<file path="config.mk">
export PLATFORM = sky130hd
export DESIGN_NAME = double_ended_queue_with_search
export DESIGN_NICKNAME = d
export VERILOG_FILES = /design/src/rtl/dqs_pkg.sv /design/src/rtl/dqs_ram.sv /design/src/rtl/double_ended_queue_with_search.sv
export VERILOG_INCLUDE_DIRS = /design/src /design/src/rtl
export SDC_FILE = /design/constraint.sdc
export NUM_CORES = 2
export LEC_CHECK = 0
export ABC_AREA = 1
export BUFFER_PORTS_ARGS = -buffer_cell sky130_fd_sc_hd__clkbuf_2
export CORE_MARGIN = 4
export CORE_UTILIZATION = 50
export DETAILED_ROUTE_END_ITERATION = 12
export PLACE_DENSITY = 0.65
export REMOVE_ABC_BUFFERS = 1
export SYNTH_ARGS = -nofsm -noshare
export SYNTH_HDL_FRONTEND = slang
export SYNTH_SLANG_ARGS = --single-unit
</file>
<file path="constraint.sdc">
create_clock -name clock -period 10.64 [get_ports clock]
set_input_delay 1.596 -clock clock [delete_from_list [all_inputs] [get_ports clock]]
set_output_delay 1.596 -clock clock [all_outputs]
set_load 0.01 [all_outputs]
</file>
<file path="src/rtl/double_ended_queue_with_search_defines.svh">
// Assertion macros shared by the deque RTL.
`ifndef DOUBLE_ENDED_QUEUE_WITH_SEARCH_DEFINES_SVH
`define DOUBLE_ENDED_QUEUE_WITH_SEARCH_DEFINES_SVH

// Same-cycle implication, checked on every clock edge outside reset.
`define DQS_ASSERT_IMPL(lbl, ante, cons, msg) \
   lbl: assert property (@(posedge clock) disable iff (reset) (ante) |-> (cons)) \
      else $error(msg);

// Next-cycle implication, checked on every clock edge outside reset.
`define DQS_ASSERT_NEXT(lbl, ante, cons, msg) \
   lbl: assert property (@(posedge clock) disable iff (reset) (ante) |=> (cons)) \
      else $error(msg);

`endif

</file>
<file path="src/rtl/dqs_pkg.sv">
// Types and constants of the double-ended queue with search.
`timescale 1ns / 1ps
`default_nettype none

package dqs_pkg;

   localparam int DEPTH_DEFAULT      = 64;
   localparam int DATA_WIDTH_DEFAULT = 32;

   localparam int CMD_WIDTH      = 3;
   localparam int VALUE_WIDTH    = 32;
   localparam int INDEX_WIDTH    = 7;
   localparam int STATUS_WIDTH   = 3;
   localparam int POSITION_WIDTH = 6;
   localparam int COUNT_WIDTH    = 7;

   typedef enum logic [CMD_WIDTH-1:0] {
      CMD_PUSH_BACK  = 3'd0,
      CMD_PUSH_FRONT = 3'd1,
      CMD_POP_BACK   = 3'd2,
      CMD_POP_FRONT  = 3'd3,
      CMD_READ       = 3'd4,
      CMD_SEARCH     = 3'd5
   } cmd_type;

   typedef enum logic [STATUS_WIDTH-1:0] {
      STS_OK        = 3'd0,
      STS_EMPTY     = 3'd1,
      STS_FULL      = 3'd2,
      STS_RANGE     = 3'd3,
      STS_NOT_FOUND = 3'd4
   } status_type;

   typedef enum logic [3:0] {
      FSM_IDLE   = 4'b0001,
      FSM_FETCH  = 4'b0010,
      FSM_SEARCH = 4'b0100,
      FSM_REPLY  = 4'b1000
   } fsm_type;

   // Data returned by a pop on an empty queue.
   localparam logic [VALUE_WIDTH-1:0] EMPTY_POP_DATA = '1;

endpackage

`default_nettype wire

</file>
<file path="src/rtl/dqs_ram.sv">
// Simple dual-port entry store, one write and one registered read per cycle.
`timescale 1ns / 1ps
`default_nettype none

module dqs_ram #(
   parameter int DEPTH      = dqs_pkg::DEPTH_DEFAULT,
   parameter int DATA_WIDTH = dqs_pkg::DATA_WIDTH_DEFAULT,
   parameter int ADDR_WIDTH = $clog2(DEPTH)
) (
   input  wire logic                  clock,
   input  wire logic                  wr_en,
   input  wire logic [ADDR_WIDTH-1:0] wr_addr,
   input  wire logic [DATA_WIDTH-1:0] wr_data,
   input  wire logic                  rd_en,
   input  wire logic [ADDR_WIDTH-1:0] rd_addr,
   output logic      [DATA_WIDTH-1:0] rd_data
);

   logic [DATA_WIDTH-1:0] mem [DEPTH];
   logic [DATA_WIDTH-1:0] rd_data_ff;

   always_ff @(posedge clock) begin
      if (wr_en) begin
         mem[wr_addr] <= wr_data;
      end
   end

   // read data holds until the next read
   always_ff @(posedge clock) begin
      if (rd_en) begin
         rd_data_ff <= mem[rd_addr];
      end
   end

   assign rd_data = rd_data_ff;

endmodule

`default_nettype wire

</file>
<file path="src/rtl/double_ended_queue_with_search.sv">
// Double-ended queue with indexed read and linear search, top level.
//
// Usage:
//   Request channel (req_*): cmd, value, index; taken when req_valid is high
//   and req_stall low. One request is in flight at a time; req_stall is high
//   from the accepting edge until the response is handed to the output reg.
//   Response channel (rsp_*): status, data, position, count; one response per
//   request, taken when rsp_valid is high and rsp_stall low.
//   Every command but search passes from IDLE to FETCH or REPLY and loads
//   the response register from there once it is free; pops and indexed
//   reads issue the synchronous memory read at the accepting edge, so the
//   data is ready in FETCH. Search: one memory read per walked entry, up
//   to the fill count, then REPLY; the single memory read port makes the
//   walk go one entry at a time.
//   Reset (synchronous, active high) empties the queue at once: head and fill
//   count clear; stored entries are left as they are and never read unwritten.
//   A stalled response stays in the output register; the block then holds
//   its finished result and takes no new request until the register frees.
`timescale 1ns / 1ps
`default_nettype none

`include "double_ended_queue_with_search_defines.svh"

module double_ended_queue_with_search #(
   parameter int DEPTH      = dqs_pkg::DEPTH_DEFAULT,
   parameter int DATA_WIDTH = dqs_pkg::DATA_WIDTH_DEFAULT
) (
   input  wire logic                                        clock,
   input  wire logic                                        reset,

   input  wire logic                                        req_valid,
   output logic                                             req_stall,
   input  wire logic        [dqs_pkg::CMD_WIDTH-1:0]        req_cmd,
   input  wire logic signed [dqs_pkg::VALUE_WIDTH-1:0]      req_value,
   input  wire logic signed [dqs_pkg::INDEX_WIDTH-1:0]      req_index,

   output logic                                             rsp_valid,
   input  wire logic                                        rsp_stall,
   output logic             [dqs_pkg::STATUS_WIDTH-1:0]     rsp_status,
   output logic signed      [dqs_pkg::VALUE_WIDTH-1:0]      rsp_data,
   output logic             [dqs_pkg::POSITION_WIDTH-1:0]   rsp_position,
   output logic             [dqs_pkg::COUNT_WIDTH-1:0]      rsp_count
);

   // slot/position width, fill count width (holds DEPTH itself)
   localparam int PW = $clog2(DEPTH);
   localparam int FW = $clog2(DEPTH + 1);
   // width for comparing an index magnitude against the fill count
   localparam int KW = (FW > dqs_pkg::INDEX_WIDTH) ? FW : dqs_pkg::INDEX_WIDTH;
   localparam logic [PW:0] DEPTH_EXT = (PW + 1)'(DEPTH);
   localparam int IW = dqs_pkg::INDEX_WIDTH;
   localparam int VW = dqs_pkg::VALUE_WIDTH;

   // ring slot of a position counted from the head; sum stays below 2*DEPTH
   function automatic logic [PW-1:0] slot_of(input logic [PW-1:0] head,
                                              input logic [PW-1:0] pos);
      logic [PW:0] sum;
      sum = {1'b0, head} + {1'b0, pos};
      if (sum >= DEPTH_EXT) begin
         sum = sum - DEPTH_EXT;
      end
      return sum[PW-1:0];
   endfunction

   // ---------------------------------------------------------------- state
   dqs_pkg::fsm_type    fsm_ff, fsm_in;
   logic [PW-1:0]       head_ff, head_in;
   logic [FW-1:0]       fill_ff, fill_in;
   logic [DATA_WIDTH-1:0] key_ff, key_in;
   logic [PW-1:0]       srch_pos_ff, srch_pos_in;

   // finished result waiting for the output register
   dqs_pkg::status_type res_status_ff, res_status_in;
   logic [VW-1:0]       res_data_ff, res_data_in;
   logic [PW-1:0]       res_pos_ff, res_pos_in;

   // output register
   logic                                   rsp_valid_ff, rsp_valid_in;
   dqs_pkg::status_type                    rsp_status_ff, rsp_status_in;
   logic [VW-1:0]                          rsp_data_ff, rsp_data_in;
   logic [dqs_pkg::POSITION_WIDTH-1:0]     rsp_position_ff, rsp_position_in;
   logic [dqs_pkg::COUNT_WIDTH-1:0]        rsp_count_ff, rsp_count_in;

   // memory port
   logic                  ram_we;
   logic [PW-1:0]         ram_waddr;
   logic [DATA_WIDTH-1:0] ram_wdata;
   logic                  ram_re;
   logic [PW-1:0]         ram_raddr;
   logic [DATA_WIDTH-1:0] ram_rdata;

   dqs_ram #(
      .DEPTH      (DEPTH),
      .DATA_WIDTH (DATA_WIDTH),
      .ADDR_WIDTH (PW)
   ) u_ram (
      .clock   (clock),
      .wr_en   (ram_we),
      .wr_addr (ram_waddr),
      .wr_data (ram_wdata),
      .rd_en   (ram_re),
      .rd_addr (ram_raddr),
      .rd_data (ram_rdata)
   );

   // ---------------------------------------------------- request decoding
   dqs_pkg::cmd_type cmd;
   logic             req_accept;
   logic             rsp_free;
   logic             is_empty;
   logic             is_full;
   logic [DATA_WIDTH-1:0] value_st;
   logic             idx_neg;
   logic [IW-1:0]    idx_bits;
   logic [IW-1:0]    idx_mag;
   logic [KW-1:0]    mag_ext;
   logic [KW-1:0]    fill_ext;
   logic             idx_ok;
   logic [PW-1:0]    read_pos;
   logic [FW-1:0]    fill_dec;
   logic [PW-1:0]    back_pos;
   logic [PW-1:0]    head_dec;
   logic [PW-1:0]    head_inc;
   logic [PW-1:0]    srch_next;
   logic             srch_hit;
   logic             srch_last;

   assign cmd        = dqs_pkg::cmd_type'(req_cmd);
   assign req_stall  = (fsm_ff != dqs_pkg::FSM_IDLE);
   assign req_accept = req_valid && !req_stall;
   // output register can take a response this cycle
   assign rsp_free   = !rsp_valid_ff || !rsp_stall;

   assign is_empty = (fill_ff == '0);
   assign is_full  = (fill_ff == FW'(DEPTH));

   // value brought to the stored width, sign-extended when wider
   assign value_st = DATA_WIDTH'(req_value);

   // negative index -k reads k places before the tail
   assign idx_neg  = req_index[IW-1];
   assign idx_bits = req_index;
   assign idx_mag  = idx_neg ? (IW'(0) - idx_bits) : idx_bits;
   assign mag_ext  = KW'(idx_mag);
   assign fill_ext = KW'(fill_ff);
   assign idx_ok   = (mag_ext < fill_ext);
   assign read_pos = idx_neg ? PW'(fill_ext - KW'(1) - mag_ext) : PW'(idx_mag);

   assign fill_dec = fill_ff - FW'(1);
   assign back_pos = PW'(fill_dec);
   assign head_dec = (head_ff == '0) ? PW'(DEPTH - 1) : (head_ff - PW'(1));
   assign head_inc = slot_of(head_ff, PW'(1));

   // search walk: memory data belongs to srch_pos_ff
   assign srch_next = srch_pos_ff + PW'(1);
   assign srch_hit  = (ram_rdata == key_ff);
   assign srch_last = ((FW'(srch_pos_ff) + FW'(1)) == fill_ff);

   assign ram_wdata = value_st;

   // ------------------------------------------------------------- control
   always_comb begin
      fsm_in        = fsm_ff;
      head_in       = head_ff;
      fill_in       = fill_ff;
      key_in        = key_ff;
      srch_pos_in   = srch_pos_ff;
      res_status_in = res_status_ff;
      res_data_in   = res_data_ff;
      res_pos_in    = res_pos_ff;

      rsp_valid_in    = rsp_valid_ff && rsp_stall;
      rsp_status_in   = rsp_status_ff;
      rsp_data_in     = rsp_data_ff;
      rsp_position_in = rsp_position_ff;
      rsp_count_in    = rsp_count_ff;

      ram_we    = 1'b0;
      ram_waddr = head_ff;
      ram_re    = 1'b0;
      ram_raddr = head_ff;

      unique case (fsm_ff)
         dqs_pkg::FSM_IDLE: begin
            if (req_accept) begin
               res_status_in = dqs_pkg::STS_OK;
               res_data_in   = '0;
               res_pos_in    = '0;
               fsm_in        = dqs_pkg::FSM_REPLY;
               unique case (cmd)
                  dqs_pkg::CMD_PUSH_BACK: begin
                     if (is_full) begin
                        res_status_in = dqs_pkg::STS_FULL;
                     end else begin
                        ram_we    = 1'b1;
                        ram_waddr = slot_of(head_ff, PW'(fill_ff));
                        fill_in   = fill_ff + FW'(1);
                     end
                  end
                  dqs_pkg::CMD_PUSH_FRONT: begin
                     if (is_full) begin
                        res_status_in = dqs_pkg::STS_FULL;
                     end else begin
                        ram_we    = 1'b1;
                        ram_waddr = head_dec;
                        head_in   = head_dec;
                        fill_in   = fill_ff + FW'(1);
                     end
                  end
                  dqs_pkg::CMD_POP_BACK: begin
                     if (is_empty) begin
                        res_status_in = dqs_pkg::STS_EMPTY;
                        res_data_in   = dqs_pkg::EMPTY_POP_DATA;
                     end else begin
                        ram_re     = 1'b1;
                        ram_raddr  = slot_of(head_ff, back_pos);
                        fill_in    = fill_dec;
                        res_pos_in = back_pos;
                        fsm_in     = dqs_pkg::FSM_FETCH;
                     end
                  end
                  dqs_pkg::CMD_POP_FRONT: begin
                     if (is_empty) begin
                        res_status_in = dqs_pkg::STS_EMPTY;
                        res_data_in   = dqs_pkg::EMPTY_POP_DATA;
                     end else begin
                        ram_re    = 1'b1;
                        ram_raddr = head_ff;
                        head_in   = head_inc;
                        fill_in   = fill_dec;
                        fsm_in    = dqs_pkg::FSM_FETCH;
                     end
                  end
                  dqs_pkg::CMD_READ: begin
                     if (is_empty) begin
                        res_status_in = dqs_pkg::STS_EMPTY;
                     end else if (!idx_ok) begin
                        res_status_in = dqs_pkg::STS_RANGE;
                     end else begin
                        ram_re     = 1'b1;
                        ram_raddr  = slot_of(head_ff, read_pos);
                        res_pos_in = read_pos;
                        fsm_in     = dqs_pkg::FSM_FETCH;
                     end
                  end
                  dqs_pkg::CMD_SEARCH: begin
                     if (is_empty) begin
                        res_status_in = dqs_pkg::STS_EMPTY;
                     end else begin
                        ram_re      = 1'b1;
                        ram_raddr   = head_ff;
                        key_in      = value_st;
                        srch_pos_in = '0;
                        fsm_in      = dqs_pkg::FSM_SEARCH;
                     end
                  end
                  default: begin
                     // unused codes: no change, plain ok
                     res_status_in = dqs_pkg::STS_OK;
                  end
               endcase
            end
         end

         dqs_pkg::FSM_FETCH: begin
            // read data holds until the output register frees
            if (rsp_free) begin
               rsp_valid_in    = 1'b1;
               rsp_status_in   = res_status_ff;
               rsp_data_in     = VW'(ram_rdata);
               rsp_position_in = dqs_pkg::POSITION_WIDTH'(res_pos_ff);
               rsp_count_in    = dqs_pkg::COUNT_WIDTH'(fill_ff);
               fsm_in          = dqs_pkg::FSM_IDLE;
            end
         end

         dqs_pkg::FSM_SEARCH: begin
            if (srch_hit) begin
               res_status_in = dqs_pkg::STS_OK;
               res_data_in   = VW'(ram_rdata);
               res_pos_in    = srch_pos_ff;
               fsm_in        = dqs_pkg::FSM_REPLY;
            end else if (srch_last) begin
               res_status_in = dqs_pkg::STS_NOT_FOUND;
               res_data_in   = '0;
               res_pos_in    = '0;
               fsm_in        = dqs_pkg::FSM_REPLY;
            end else begin
               ram_re      = 1'b1;
               ram_raddr   = slot_of(head_ff, srch_next);
               srch_pos_in = srch_next;
            end
         end

         dqs_pkg::FSM_REPLY: begin
            if (rsp_free) begin
               rsp_valid_in    = 1'b1;
               rsp_status_in   = res_status_ff;
               rsp_data_in     = res_data_ff;
               rsp_position_in = dqs_pkg::POSITION_WIDTH'(res_pos_ff);
               rsp_count_in    = dqs_pkg::COUNT_WIDTH'(fill_ff);
               fsm_in          = dqs_pkg::FSM_IDLE;
            end
         end

         default: begin
            fsm_in = dqs_pkg::FSM_IDLE;
         end
      endcase
   end

   // control registers
   always_ff @(posedge clock) begin
      if (reset) begin
         fsm_ff       <= dqs_pkg::FSM_IDLE;
         head_ff      <= '0;
         fill_ff      <= '0;
         rsp_valid_ff <= 1'b0;
      end else begin
         fsm_ff       <= fsm_in;
         head_ff      <= head_in;
         fill_ff      <= fill_in;
         rsp_valid_ff <= rsp_valid_in;
      end
   end

   // payload registers
   always_ff @(posedge clock) begin
      key_ff          <= key_in;
      srch_pos_ff     <= srch_pos_in;
      res_status_ff   <= res_status_in;
      res_data_ff     <= res_data_in;
      res_pos_ff      <= res_pos_in;
      rsp_status_ff   <= rsp_status_in;
      rsp_data_ff     <= rsp_data_in;
      rsp_position_ff <= rsp_position_in;
      rsp_count_ff    <= rsp_count_in;
   end

   assign rsp_valid    = rsp_valid_ff;
   assign rsp_status   = rsp_status_ff;
   assign rsp_data     = rsp_data_ff;
   assign rsp_position = rsp_position_ff;
   assign rsp_count    = rsp_count_ff;

   // ---------------------------------------------------------- assertions
   `DQS_ASSERT_IMPL(a_fill_bound, 1'b1, fill_ff <= FW'(DEPTH), "fill count above depth")
   `DQS_ASSERT_IMPL(a_head_bound, 1'b1, head_ff <= PW'(DEPTH - 1), "head slot out of ring")
   `DQS_ASSERT_IMPL(a_search_pos, fsm_ff == dqs_pkg::FSM_SEARCH, FW'(srch_pos_ff) < fill_ff, "search walked past tail")
   `DQS_ASSERT_NEXT(a_push_grows, req_accept && !is_full && ((cmd == dqs_pkg::CMD_PUSH_BACK) || (cmd == dqs_pkg::CMD_PUSH_FRONT)), fill_ff == $past(fill_ff) + FW'(1), "push did not grow queue")
   `DQS_ASSERT_NEXT(a_pop_shrinks, req_accept && !is_empty && ((cmd == dqs_pkg::CMD_POP_BACK) || (cmd == dqs_pkg::CMD_POP_FRONT)), fill_ff == $past(fill_ff) - FW'(1), "pop did not shrink queue")

endmodule

`default_nettype wire

</file>
==> reports/metrics.yaml <==
floorplanning:
  start_util_pct: 50.3
  die_h_um: 454
  ios: 96
  core_area_mm2: 0.197
  dieWidth_um: 454
  rows: 163
  dieArea_mm2: 0.206
place:
  place_ws_ns: 3.00
  io_buffers: 95
  hpwl_um: 155000
  gp_congestion: 0.923
sta:
  setup_violations: 0
  min_period_over_period_pct: 65.0
  finalMaxSlewViolations: 0
  worst_pin_slew_ns: 1.36
  grt_setup_unrepaired: "no"
  finClkSkew_ns: 0.0373
  max_slew_margin_pct: 8.44
  fin_crit_ns: 6.92
  fin_ws_ns: 3.72
  final_hold_viol_count: 0
  max_freq_mhz: 145
status:
  status: "complete, no violations"
final_layout:
  fin_util_pct: 55.8
  syn2layout_area_growth_pct: 10.8
  fill_cells: 16400
  drive_gt1_share_pct: 7.54
  layout.nets: 9074
detailed_routing:
  dr.pass1.iters: 8
  vias: 69200
  ant_nets: 0
  drc: 0
  dr.first_iter.drc_count: 9750
  via_per_inst: 5.85
  wl_per_cell_um: 25.0
  drt_wl_total_um: 296000
yosys:
  synth_largest_area_cell: "edfxtp_1"
  yosysSeqAreaShare_pct: 67.0
  dominantRegCellSynth: "edfxtp_1"
  synthTopCellsByArea: "edfxtp_1 67%, nand3_1 11%, nand3b_1 5.8%"
  synth.avg_cell_area_um2: 11.0
  yosys.cell_count.top_type: "nand3_1"
  synth_edf_count: 2207
  synthMuxAreaShare_pct: 0
  synth_top_family_by_area: "simple AND/OR/NAND/NOR gates"
  synth_common_cells: "2245 x nand3_1, 2207 x edfxtp_1, 1412 x inv_1"
  synth_cell_types: 43
  ys_seq_elements: 2225
  yosys.area_share.adder_pct: 0.604
  synthCells: 9058
  ys_async_sr_fraction_pct: 0
  synth_top_area_share_pct: 66.7
  synth_compound_area_share_pct: 0.862
  ys_warn_count: 0
  synthSimpleGateAreaFrac_pct: 23.1
  syn_area_mm2: 0.0994
  synth-xor-area-share_pct: 0.520
power_and_ir_drop:
  power_density_mw_per_mm2: 200
  worst_ir_drop_vdd_uv: 248
  p_leak_nw: 41.9
cts:
  post_cts_resized: 0
  cts_buffers: 224
  cts_buffer_depth: 3
  cts_root_buffer: "clkbuf_16"
  cts_tree: "yes"
  htreeDepth: 4
  cts_hold_buf: 0
  clk_latency_ns: 0.87
  clock-sinks: 2225
  path_clk_slew_ns: 0.06
  cts_setup_buffers: 0
setup_path:
  crit_path_start_kind: "primary input"
  required_ns: 11.24
  path_cells: "clkbuf_2 -> inv_1 -> or2_2 -> xor2_1 -> ha_1 -> nand2_1 -> nand2_1 -> a21oi_1 -> nand3_1 -> nand2_1 -> nand2_1 -> nand2_1 -> nand2_1 -> a21oi_4 -> buf_4 -> buf_4 -> buf_4 -> nand3_1 -> nand3_1 -> nand3_1 -> nand3_1 -> nand3_1 -> nand3_1 -> nand2_1"
  crit_arrival_ns: 7.52
  cp-end-kind: "flop"
  cp_slowest_cell: "buf_4"
  critPathTopFamily: "buffers and inverters"
  cp_num_buf_inv: 5
  path_class: "primary input to flop"
  crit_fanout: 89
  max_stage_delay_ns: 0.89
global_route:
  grt_usage_pct: 28.2
  grt_overflow: 0
  grt_max_degree: 187
  grt_pass1_vias: 64900
  grt_pass1_wl_um: 432000
  antenna_found_initial: 5
hold_path:
  hold_path_class: "flop to flop"
job:
  maxCapViolCount: 0
## cells by family after synthesis
logic type      Yosys count
simple gates           4584
fa+ha+maj                45
xor+xnor                 59
compound gates          150
buf+inv                1995
flops                  2225
## metal layers
metal / global-route usage [%] / part of all wire [%] / up-vias
li1: - / - / 30900
met1: 39.3 / 39 / 33700
met2: 43.5 / 45 / 3935
met3: 5.42 / 11 / 668
met4: 11.9 / 4.6 / 0
met5: 0 / 0 / -
## worst reg2reg max path, stage by stage, from the launching register on
cell      delay (ns)
dfxtp_1         0.65
inv_1           0.25
ha_1            0.29
xnor2_1         0.22
inv_1           0.19
ha_1            0.37
inv_1           0.07
or2_2           0.29
a31oi_1         0.24
inv_1           0.08
ha_1            0.36
a21oi_1         0.09
o21ai_0         0.20
xnor2_1         0.17
o22ai_1         0.10
nand2_1         0.08
o21ai_0         0.20
a21oi_4         0.20
buf_4           0.44
clkinv_2        0.86
buf_4           0.65
nand3_1         0.25
nand3_1         0.30
nand2_1         0.17
## placed cells by master, fill, tap and decap left out, types with 18 or more instances in the layout
cell type,Yosys,routed
nand2_1,1387,1385
nand3b_1,769,769
nor2_4,0,67
ha_1,40,40
dfxtp_1,18,18
clkinv_1,3,67
bufinv_16,0,26
edfxtp_1,2207,2207
nand3_1,2245,2242
nor2_1,144,77
a21oi_1,49,47
clkbuf_2,0,95
inv_1,1412,1411
xor2_1,22,22
clkbuf_1,281,36
buf_4,2,163
xnor2_1,37,37
o21ai_0,61,60
clkinv_2,0,51
clkbuf_16,0,228
## power by group
part | internal [mW] | total [mW] | switching (mW)
clock network | 4.54 | 7.90 | 3.36
logic | 1.05 | 4.15 | 3.10
registers | 9.88 | 9.98 | 0.0967
## sequential cells by signal, indices dropped and copies added, names as in the netlist, 7 cells and up
signal,count
u_ram.mem,2048
key_ff,32
res_data_ff,32
rsp_data,32
u_ram.rd_data,32
fill_ext,7
rsp_count,7
## layout make-up
cell class / count / area, um^2 / share of cell area [%]
Sequential cell: 2225 / 66600 / 60.5
Multi-Input combinational cell: 4838 / 25600 / 23.2
Clock buffer: 264 / 5840 / 5.30
Inverter: 1421 / 5350 / 4.85
Tap cell: 2640 / 3300 / 3.00
Timing Repair Buffer: 273 / 2000 / 1.81
Clock inverter: 157 / 1470 / 1.33
Antenna cell: 3 / 7.51 / 0.00681
## final timing paths
path                            slack, ns  cells past startpoint                end     startpoint
worst max-delay path                 3.72                     24  u_ram.rd_data[13]   req_index[6]
worst max register to register       3.80                     23  u_ram.rd_data[13]    fill_ext[0]
worst min-delay path                 0.42                      0    rsp_position[3]  res_pos_ff[3]
worst min register to register       0.42                      0    rsp_position[3]  res_pos_ff[3]
## stage by stage
stage / instance area, um^2 / TNS, ns / hold slack, ns / total power, mW / instances
after floorplan: 96900 / -1467.96 / 0.400 / 13.2 / 8484
after detailed placement: 103000 / 0 / 0.405 / 14.2 / 11400
after global placement: 103000 / 0 / 0.406 / 14.2 / 11400
after global routing: 110000 / 0 / 0.427 / 22.8 / 11800
final: 110000 / 0 / 0.418 / 22.0 / 11800
after CTS: 110000 / 0 / 0.418 / 22.0 / 11800
No activity file was read; power rests on OpenSTA's default activity.
